**config.mk**
```make
export PLATFORM = sky130hd
export DESIGN_NAME = segx_div
export DESIGN_NICKNAME = d
export VERILOG_FILES = /design/src/rtl/segx_div.sv
export SDC_FILE = /design/constraint.sdc
export NUM_CORES = 2
export LEC_CHECK = 0
export BUFFER_PORTS_ARGS = -buffer_cell sky130_fd_sc_hd__buf_2
export CAP_MARGIN = 5
export CORE_ASPECT_RATIO = 0.6
export CORE_MARGIN = 4
export CORE_UTILIZATION = 50
export CTS_BUF_LIST = sky130_fd_sc_hd__clkbuf_8
export CTS_CLUSTER_SIZE = 16
export DETAILED_ROUTE_END_ITERATION = 10
export GPL_TIMING_DRIVEN = 0
export PLACE_DENSITY = 0.66
export REMOVE_ABC_BUFFERS = 1
export SYNTH_ARGS = -nofsm -noshare
export SYNTH_HDL_FRONTEND = slang
export SYNTH_SLANG_ARGS = --single-unit
```
**constraint.sdc**
```tcl
create_clock -name clk -period 8.95 [get_ports clk]
set_input_delay 1.79 -clock clk [delete_from_list [all_inputs] [get_ports clk]]
set_output_delay 1.79 -clock clk [all_outputs]
set_load 0.05 [all_outputs]
```
**src/rtl/segx_div.sv**
```systemverilog
// Pipelined signed fixed-point ratio unit: floor(num * 2^F / den), saturated to +-1.
`timescale 1ns / 1ps
`default_nettype none
module segx_div #(
    parameter int NUM_W  = 61,
    parameter int FRAC_W = 16
) (
    input  logic                     clk,
    input  logic signed [NUM_W-1:0]  num,
    input  logic signed [NUM_W-1:0]  den,
    output logic signed [FRAC_W+1:0] quo
);

    localparam int RW = NUM_W + 1;
    localparam int QW = FRAC_W + 2;
    localparam logic signed [QW-1:0] ONE = QW'(1) << FRAC_W;

    logic [NUM_W-1:0] mag;
    logic [NUM_W-1:0] dmag;

    logic [RW-1:0]     rem_reg [0:FRAC_W];
    logic [NUM_W-1:0]  d_reg   [0:FRAC_W];
    logic [FRAC_W-1:0] q_reg   [0:FRAC_W];
    logic              neg_reg [0:FRAC_W];
    logic              sat_reg [0:FRAC_W];

    logic signed [QW-1:0] qx;
    logic signed [QW-1:0] quo_next;
    logic signed [QW-1:0] quo_reg;

    always_comb
    begin
        mag  = num[NUM_W-1] ? $unsigned(-num) : $unsigned(num);
        dmag = den[NUM_W-1] ? $unsigned(-den) : $unsigned(den);
        // zero divisor only occurs for unused lanes
        if (den == '0)
        begin
            dmag = NUM_W'(1);
        end
    end

    always_ff @(posedge clk)
    begin
        rem_reg[0] <= {1'b0, mag};
        d_reg[0]   <= dmag;
        q_reg[0]   <= '0;
        neg_reg[0] <= num[NUM_W-1] ^ den[NUM_W-1];
        sat_reg[0] <= (mag >= dmag);
    end

    for (genvar i = 0; i < FRAC_W; i++)
    begin : g_step
        logic [RW-1:0] sh;
        logic          ge;

        assign sh = {rem_reg[i][RW-2:0], 1'b0};
        assign ge = (sh >= {1'b0, d_reg[i]});

        always_ff @(posedge clk)
        begin
            rem_reg[i+1] <= ge ? (sh - {1'b0, d_reg[i]}) : sh;
            q_reg[i+1]   <= {q_reg[i][FRAC_W-2:0], ge};
            d_reg[i+1]   <= d_reg[i];
            neg_reg[i+1] <= neg_reg[i];
            sat_reg[i+1] <= sat_reg[i];
        end
    end

    always_comb
    begin
        qx = $signed({2'b00, q_reg[FRAC_W]});
        if (sat_reg[FRAC_W])
        begin
            quo_next = neg_reg[FRAC_W] ? -ONE : ONE;
        end
        else if (neg_reg[FRAC_W])
        begin
            quo_next = -(qx + QW'(rem_reg[FRAC_W] != '0));
        end
        else
        begin
            quo_next = qx;
        end
    end

    always_ff @(posedge clk)
    begin
        quo_reg <= quo_next;
    end

    assign quo = quo_reg;

endmodule
`default_nettype wire

```
==> impl_metrics.json <==
{
  "rsz0062_at_grt": "no",
  "clk_path_buf_depth": 4,
  "ys_seq_elements": 2202,
  "drtPass1Iterations": 6,
  "finalSetupViolCount": 0,
  "nets": 15162,
  "die_width_um": 634,
  "num_rows": 137,
  "num_vias": 98827,
  "syn-cell-area_sq_mm": 0.118,
  "async_flop_share_pct": 0,
  "placed_cells_incl_taps": 16765,
  "status": "finished, violations left",
  "vias_per_cell": 5.69,
  "largest_reg_flops": 1038,
  "final_util_pct": 55.1,
  "power_frac_comb_pct": 58.6,
  "powerDensity_mw_per_mm2": 454,
  "port_buffers": 140,
  "hold_violations": 0,
  "synth_top_flop_cell": "dfxtp_1",
  "totalWireLength_mm": 358,
  "finalMaxSlewViolations": 4,
  "start_util_pct": 50.4,
  "cap_violations": 1,
  "hold_end": "d_reg[0][211]",
  "grt_max_degree": 87,
  "r2r_start": "d_reg[0][494]",
  "cp_cell_sequence": "buf_2 > nor4_1 > nand3_1 > or4_1 > or3_1 > nand2b_1 > or3_1 > nand2b_1 > nand2b_1 > or3_2 > o21ai_0 > ha_1 > nor2b_1 > o21a_1 > o21ai_0 > nand2b_1 > a21oi_1 > nor3_1 > o21ai_2 > a31oi_1 > a211oi_2 > o221ai_1 > a221oi_1 > o21ai_0",
  "cpPeakStageDelay_ns": 0.77,
  "clock-root-buffer": "clkbuf_8",
  "ios": 141,
  "switching_power_w": 0.0267,
  "grt_pass1_wl_mm": 538,
  "p_sw_share_pct": 45.7,
  "ys_warn_count": 0,
  "grt_overflow": 0,
  "period_minus_slack_ns": 8.81,
  "core_area_sq_mm": 0.233,
  "cts_made_buffers": 338,
  "layout_common_cells": "dfxtp_1 (2202), a21oi_1 (1604), inv_1 (1408), nor2_1 (1067), nand2_1 (1055)",
  "slew-limit-headroom_pct": -4.93,
  "post_cts_buffers": 0,
  "arrival_ns": 9.62,
  "dieHeight_um": 384,
  "syn_area_per_cell_sq_um": 8.41,
  "clk_latency_ns": 1.01,
  "cts_hold_buf": 0,
  "multiInputGateArea_sq_mm": 0.0667,
  "reg2reg_depth": 19,
  "violations": "max-capacitance violations, max-slew violations",
  "ys_seq_area_share_pct": 37.5,
  "fillCellCount": 21834,
  "drc": 0,
  "htree_num_levels": 5,
  "fin_crit_sh_pct": 98.4,
  "p_int_w": 0.0317,
  "criticalPathCategory": "input pin to flip-flop",
  "seq_area_sq_mm": 0.0441,
  "first_iter_violations": 11834,
  "antenna_found_initial": 20,
  "gp_congestion": 1.02,
  "cpMostUsedCell": "nand2b_1",
  "p_leak_nw": 59.3,
  "grt_usage_pct": 28.4,
  "tightest_slew_ns": 1.57,
  "endpoint_kind": "flip-flop",
  "syn2layout_area_growth_pct": 9.29,
  "cts_tree": "built",
  "final_common_cell": "dfxtp_1",
  "cp-start-kind": "input pin",
  "holdPathStages": 0,
  "dp_hpwl_mm": 287,
  "finish.cell_count_without_fillers": 17363,
  "fin_skew_ns": 0.0741,
  "antenna_left": 0,
  "clock_sinks": 2202,
  "post_route_cells_drive_above_1_share_pct": 7.43,
  "synth_edf_count": 0,
  "vdd_ir_drop_max_mv": 0.300,
  "rrSetupSlack_ns": 1.06,
  "hold_path_startpoint": "d_reg[0][150]",
  "cts.clk_slew.worst_paths_ns": 0.07,
  "dieArea_sq_mm": 0.243,
  "setup_tns_ns": 0,
  "synth.distinct_cells": 86,
  "cp.required_ns": 9.76,
  "hp-class": "flip-flop to flip-flop",
  "p_clk_share_pct": 15.2,
  "worstReg2RegEnd": "rem_reg[9][8]",
  "routedWlPerCell_um": 20.6,
  "postSynthCellCount": 13974,
  "cp_slowest_cell": "or3_2",
  "grt_pass1_vias": 87886,
  "crit_fanout": 7,
  "clock.fmax_mhz": 114,
  "p_seq_share_pct": 26.3
}
kinds of logic after synthesis:
logic type      count (synthesis)  share of synthesized area [%]
compound gates               4118                           21.4
simple gates                 3445                           13.7
mux                           247                           2.35
flops                        2202                           37.5
xor+xnor                     1044                           7.78
fa+ha+maj                    1058                           11.4
buf+inv                      1860                           5.95
repair_timing:
item                       4_1_cts  5_1_grt
gates resized for setup          2        4
setup endpoints to repair        1        1
pin swaps                        0        0
synthesized netlist by cell type (all sizes together) (33+ instances only):
master / count / area, sq um
o41ai: 41 / 389
a221oi: 33 / 289
a21o: 596 / 4470
xor2: 436 / 3820
a211oi: 64 / 480
o31ai: 101 / 763
clkbuf: 494 / 1850
o21a: 127 / 953
xnor2: 608 / 5330
a21boi: 36 / 270
o211ai: 64 / 480
o21ai: 848 / 4240
or3: 67 / 429
a31oi: 137 / 857
nand3: 197 / 986
nand2: 1055 / 3960
a21oi: 1606 / 8040
o21bai: 181 / 1360
and2: 65 / 407
nor4: 73 / 457
buf: 43 / 170
nand2b: 123 / 777
inv: 1323 / 4970
dfxtp: 2202 / 44100
mux2: 232 / 2610
nor2: 1069 / 4010
or2: 40 / 255
ha: 1042 / 13000
o31a: 36 / 315
and3: 81 / 507
or4: 41 / 315
nand4: 275 / 1720
nor3: 148 / 741
nor2b: 135 / 845
power by group through the flow:
stage          logic, W  registers (W)  clock network (W)
3_3_place_gp     0.0327         0.0156                  0
3_5_place_dp     0.0327         0.0155                  0
6_report         0.0342         0.0153            0.00886
2_1_floorplan    0.0246         0.0148                  0
5_1_grt          0.0373         0.0156            0.00954
4_1_cts          0.0330         0.0153            0.00911
per-stage QoR:
step                setup WS, ns  instance area [sq um]  hold slack, ns  total power [W]
detailed placement         -1.56                 121000           0.312           0.0482
global placement           -7.74                 120000           0.310           0.0483
CTS                       0.0184                 128000           0.302           0.0574
global route              0.0827                 128000           0.300           0.0625
floorplan                 -0.640                 115000           0.310           0.0394
finish                     0.141                 128000           0.313           0.0583
layout make-up:
class | instances | share of cell area [%]
repair buffers | 204 | 1.29
multi-input cells | 9912 | 51.9
clock inverters | 162 | 0.951
flip-flops and latches | 2202 | 34.3
diodes | 7 | 0.0136
clock buffers | 426 | 4.57
well taps | 3127 | 3.05
inverters | 1323 | 3.87
critical path, delay by kind of cell:
family	cells	cell delay (ns)
AOI/OAI and AO/OA	10	3.05
adders and majority gates	1	0.25
buffers and inverters	1	0.14
and+or+nand+nor	12	4.32
worst max-delay path by stage:
| stage | startpoint | to | slack, ns | cells after the start |
|---|---|---|---|---|
| final | den[7] | sat_reg[0] | 0.14 | 24 |
| after global routing | den[7] | sat_reg[0] | 0.08 | 25 |
| after CTS | den[3] | sat_reg[0] | 0.02 | 24 |
| after detailed placement | den[3] | sat_reg[0] | -1.56 | 24 |
| after global placement | d_reg[0][200] | rem_reg[4][46] | -7.74 | 12 |
| after floorplan | rem_reg[2][0] | rem_reg[3][10] | -0.64 | 13 |
per-layer routing:
| layer | vias up | share of wire (%) | global-route usage (%) |
|---|---|---|---|
| met2 | 3839 | 30 | 28.7 |
| met1 | 45946 | 53 | 47.9 |
| met3 | 341 | 16 | 15.0 |
| li1 | 48689 | - | - |
| met5 | - | 0.25 | 2.40 |
| met4 | 12 | 1.1 | 4.00 |
Power figures use the tool's default switching activity.
