**src/rtl/segx_delay.sv**
```systemverilog
// Fixed-length delay line for a valid bit and its side data.
`timescale 1ns / 1ps
`default_nettype none
module segx_delay #(
    parameter int W = 8,
    parameter int D = 4
) (
    input  logic         clk,
    input  logic         rst_n,
    input  logic         in_vld,
    input  logic [W-1:0] in_data,
    output logic         out_vld,
    output logic [W-1:0] out_data
);

    logic         vld_reg  [0:D-1];
    logic [W-1:0] data_reg [0:D-1];

    always_ff @(posedge clk or negedge rst_n)
    begin
        if (!rst_n)
        begin
            for (int i = 0; i < D; i++)
            begin
                vld_reg[i] <= 1'b0;
            end
        end
        else
        begin
            vld_reg[0] <= in_vld;
            for (int i = 1; i < D; i++)
            begin
                vld_reg[i] <= vld_reg[i-1];
            end
        end
    end

    always_ff @(posedge clk)
    begin
        data_reg[0] <= in_data;
        for (int i = 1; i < D; i++)
        begin
            data_reg[i] <= data_reg[i-1];
        end
    end

    assign out_vld  = vld_reg[D-1];
    assign out_data = data_reg[D-1];

endmodule
`default_nettype wire

```
**config.mk**
```make
export PLATFORM = sky130hd
export DESIGN_NAME = segx_delay
export DESIGN_NICKNAME = d
export VERILOG_FILES = /design/src/rtl/segx_delay.sv
export SDC_FILE = /design/constraint.sdc
export NUM_CORES = 1
export LEC_CHECK = 0
export BUFFER_PORTS_ARGS = -buffer_cell sky130_fd_sc_hd__buf_2
export CORE_AREA = 3 3 46 57
export CTS_BUF_LIST = sky130_fd_sc_hd__clkbuf_2
export CTS_CLUSTER_DIAMETER = 120
export CTS_CLUSTER_SIZE = 28
export DETAILED_ROUTE_END_ITERATION = 10
export DIE_AREA = 0 0 49 60
export SETUP_SLACK_MARGIN = 0.3
export SLEW_MARGIN = 25
export SYNTH_ARGS = -nofsm -noshare
export SYNTH_HDL_FRONTEND = slang
export SYNTH_SLANG_ARGS = --single-unit
```
**constraint.sdc**
```tcl
create_clock -name clk -period 0.8 [get_ports clk]
set_input_delay 0.08 -clock clk [delete_from_list [all_inputs] [get_ports clk]]
set_output_delay 0.08 -clock clk [all_outputs]
set_load 0.02 [all_outputs]
```
==> impl_results.html <==
<table>
<tr><th>Metric</th><th>Value</th></tr>
<tr><th colspan="2">STA</th></tr>
<tr><td>Post-layout min period</td><td>0.944 ns</td></tr>
<tr><td>Highest attainable clock frequency</td><td>1060 MHz</td></tr>
<tr><td>Final setup violation count</td><td>9</td></tr>
<tr><td>Final Cycle Share</td><td>1.18</td></tr>
<tr><td>RSZ-0062 raised after global routing</td><td>true</td></tr>
<tr><td>Final worst slack</td><td>-0.144 ns</td></tr>
<tr><td>Slew margin rel.</td><td>0.894</td></tr>
<tr><td>Max-slew violation count</td><td>0</td></tr>
<tr><td>Final Hold Violating Endpoints</td><td>0</td></tr>
<tr><td>Transition time of the tightest slew-check pin</td><td>0.159 ns</td></tr>
<tr><td>Worst clock skew</td><td>0.00711 ns</td></tr>
<tr><th colspan="2">Clock network</th></tr>
<tr><td>Sinks on Clock Net</td><td>36</td></tr>
<tr><td>CTS root buf</td><td>sky130_fd_sc_hd__clkbuf_2</td></tr>
<tr><td>Post-CTS clock slew at the launch and capture registers of the worst setup and hold paths</td><td>0.16 ns</td></tr>
<tr><td>Max clock buf depth</td><td>2</td></tr>
<tr><td>Number of buffers inserted during clock tree synthesis</td><td>5</td></tr>
<tr><td>TritonCTS clock tree</td><td>yes</td></tr>
<tr><td>CTS H-tree depth</td><td>2</td></tr>
<tr><td>Worst-skew pair later-pin latency</td><td>0.33 ns</td></tr>
<tr><th colspan="2">GRT</th></tr>
<tr><td>Pin count of the biggest net entering global routing</td><td>12</td></tr>
<tr><td>Wire length of the first global-routing pass</td><td>1250 um</td></tr>
<tr><td>Vias in the first global route</td><td>314</td></tr>
<tr><td>Total congestion overflow after global routing</td><td>0</td></tr>
<tr><td>Global-route usage over all layers</td><td>0.0675</td></tr>
<tr><td>Number of antenna violations at the first check in global routing</td><td>0</td></tr>
<tr><th colspan="2">Cells and area</th></tr>
<tr><td>Layout overhead on the synthesized area</td><td>45.6%</td></tr>
<tr><td>Fraction of layout cells with a size suffix above 1</td><td>0.466</td></tr>
<tr><td>Total inserted antenna cells</td><td>0</td></tr>
<tr><td>Number of fillers in the final layout</td><td>198</td></tr>
<tr><td>Sequential cell area</td><td>751 um2</td></tr>
<tr><td>Multi-Input Combinational</td><td>0</td></tr>
<tr><td>Number of flip-flops under the largest register name</td><td>32</td></tr>
<tr><td>Finished Core Util</td><td>0.515</td></tr>
<tr><td>Area of combinational cells with multiple inputs</td><td>0 um2</td></tr>
<tr><td>Number of nets in the finished design</td><td>83</td></tr>
<tr><td>Non-filler cells, final</td><td>103</td></tr>
<tr><th colspan="2">Worst setup path</th></tr>
<tr><td>Depth of the worst register-to-register path</td><td>0</td></tr>
<tr><td>Critical Path RT</td><td>0.72 ns</td></tr>
<tr><td>Peak per-stage delay on the critical path</td><td>0.40 ns</td></tr>
<tr><td>CP Data Arrival Time</td><td>0.86 ns</td></tr>
<tr><td>Capturing point of the worst reg2reg path</td><td>vld_reg[1]$_DFF_PN0_</td></tr>
<tr><td>CP endpoint kind</td><td>primary output</td></tr>
<tr><td>Ordered cell list for the critical path</td><td>buf_6</td></tr>
<tr><td>Crit path buf inv count</td><td>1</td></tr>
<tr><td>Reg2Reg Setup Slack</td><td>0.31 ns</td></tr>
<tr><td>Largest driver fanout on the critical path</td><td>1</td></tr>
<tr><td>Kind of cell adding the most delay to the critical path</td><td>flip-flops</td></tr>
<tr><td>Slowest-stage cell, CP</td><td>sky130_fd_sc_hd__dfrtp_1</td></tr>
<tr><td>Critical path class</td><td>flop to primary output</td></tr>
<tr><td>CP Launch Type</td><td>flop</td></tr>
<tr><td>Reg-to-reg startpoint</td><td>vld_reg[2]$_DFF_PN0_</td></tr>
<tr><th colspan="2">Floorplan</th></tr>
<tr><td>Starting Density</td><td>0.354</td></tr>
<tr><td>Area inside the core boundary</td><td>2090 um2</td></tr>
<tr><td>Row count</td><td>18</td></tr>
<tr><td>Die outline height</td><td>60 um</td></tr>
<tr><td>Horiz. Die Dim</td><td>49 um</td></tr>
<tr><td>Top Ports</td><td>20</td></tr>
<tr><td>Total die area</td><td>2940 um2</td></tr>
<tr><th colspan="2">Routing</th></tr>
<tr><td>Number of routed nets with antenna violations</td><td>0</td></tr>
<tr><td>Average wire length per cell after detail routing</td><td>7.45 um</td></tr>
<tr><td>Total via count in the routed design</td><td>338</td></tr>
<tr><td>Remaining DRCs</td><td>0</td></tr>
<tr><td>Vias per std cell</td><td>3.28</td></tr>
<tr><td>Number of detailed-route iterations in the first pass</td><td>2</td></tr>
<tr><td>Iteration-0 DRC count of the detailed router</td><td>3</td></tr>
<tr><td>Total Routed Length</td><td>767 um</td></tr>
<tr><th colspan="2">Pwr</th></tr>
<tr><td>Static Leakage</td><td>0.482 nW</td></tr>
<tr><td>Power density of the placed cells</td><td>2560 nW/um2</td></tr>
<tr><td>VDD IR max</td><td>1.31 mV</td></tr>
<tr><th colspan="2">Synth</th></tr>
<tr><td>Warnings, synthesis</td><td>0</td></tr>
<tr><td>Multiplexer share of the synthesized area</td><td>0</td></tr>
<tr><td>Total of flip-flops plus latches after synthesis</td><td>36</td></tr>
<tr><td>Share of the synthesized area in the top cell type</td><td>0.865</td></tr>
<tr><td>Distinct cells, synth</td><td>2</td></tr>
<tr><td>Post-synthesis share of cell area spent on full adders, half adders and majority gates</td><td>0</td></tr>
<tr><td>Xor and xnor fraction of the mapped netlist area</td><td>0</td></tr>
<tr><td>Synthesized-area fraction occupied by ao, oa, aoi and oai cells</td><td>0</td></tr>
<tr><td>Synth Area in Simple Gates</td><td>0</td></tr>
<tr><td>Netlist area before placement</td><td>741 um2</td></tr>
<tr><td>Share of the yosys chip area belonging to registers</td><td>1.00</td></tr>
<tr><td>Synth Instances</td><td>36</td></tr>
<tr><td>Largest area contributor in the synthesized netlist</td><td>sky130_fd_sc_hd__dfxtp_1</td></tr>
<tr><td>Post-synth net total</td><td>47</td></tr>
<tr><td>Top cells by area, synth</td><td>sky130_fd_sc_hd__dfxtp_1, sky130_fd_sc_hd__dfrtp_1</td></tr>
<tr><td>Average cell area after synthesis</td><td>20.6 um2</td></tr>
<tr><th colspan="2">Place</th></tr>
<tr><td>Count of input and output buffers</td><td>19</td></tr>
<tr><td>Last weighted congestion value of the routability-driven placer</td><td>0.611</td></tr>
<tr><td>Post-Place Cells</td><td>85</td></tr>
<tr><th colspan="2">Outcome</th></tr>
<tr><td>Violated checks</td><td>negative setup slack</td></tr>
<tr><td>Run status</td><td>finished, violations left</td></tr>
<tr><th colspan="2">Run</th></tr>
<tr><td>Number of maximum-capacitance violations</td><td>0</td></tr>
<tr><th colspan="2">Worst hold path</th></tr>
<tr><td>Class of the tightest hold or removal check</td><td>input pin to async pin</td></tr>
</table>
## worst max-delay path by stage
stage               slack [ns]  endpoint  cells after the start               from
finish                   -0.14   out_vld                      1  out_vld$_DFF_PN0_
global route             -0.23   out_vld                      1  out_vld$_DFF_PN0_
CTS                      -0.19   out_vld                      1  out_vld$_DFF_PN0_
detailed placement        0.24   out_vld                      1  out_vld$_DFF_PN0_
global placement          0.24   out_vld                      1  out_vld$_DFF_PN0_
floorplan                 0.30   out_vld                      0  out_vld$_DFF_PN0_
## metrics by stage
stage / area (um2) / setup WS [ns] / hold slack (ns) / total power (W) / setup TNS (ns)
floorplan: 741 / 0.304 / -0.216 / 0.00198 / 0
global placement: 873 / 0.239 / -0.116 / 0.00202 / 0
detailed placement: 873 / 0.236 / -0.111 / 0.00203 / 0
CTS: 1080 / -0.193 / 0.00792 / 0.00283 / -1.18
global route: 1080 / -0.229 / 0.00666 / 0.00293 / -1.52
finish: 1080 / -0.144 / 0.0507 / 0.00276 / -0.728
## cell usage after synthesis
master / count
sky130_fd_sc_hd__dfxtp_1: 32
sky130_fd_sc_hd__dfrtp_1: 4
## placed cells by master, fill, tap and decap left out, drive strengths merged
master       count
dlygate4sd3     10
dfrtp            4
dfxtp           32
clkbuf           5
clkinv           3
buf             19
## final cells by class
class | count | share of cell area
sequential | 36 | 0.696
timing repair buffer | 29 | 0.233
tap | 30 | 0.0348
clock buffer | 5 | 0.0232
clock inverter | 3 | 0.0128
## kinds of logic (layout without fill, tap and decap cells)
logic type / after synthesis / after routing
DFF: 36 / 36
buffers and inverters: 0 / 37
## timing repair
| item | in CTS | in global routing |
|---|---|---|
| buffers inserted | 0 | 0 |
| hold buffers | 10 | 0 |
| setup endpoints to repair | 9 | 10 |
| endpoints found under the hold margin | 13 | 0 |
| resized for setup | 26 | 0 |
## layer usage
| layer | vias up | global-route usage | share of wire |
|---|---|---|---|
| met3 | 2 | 0.0673 | 0.077 |
| met5 | - | 0 | 0 |
| met2 | 13 | 0.0835 | 0.48 |
| li1 | 181 | - | - |
| met1 | 142 | 0.0582 | 0.43 |
| met4 | 0 | 0.0732 | 0.013 |
## where the power goes
group / switching [W] / internal [W]
combinational: 0.0000517 / 0.0000918
clock: 0.000507 / 0.000197
sequential: 0.0000223 / 0.00190
Power figures use the tool's default switching activity.
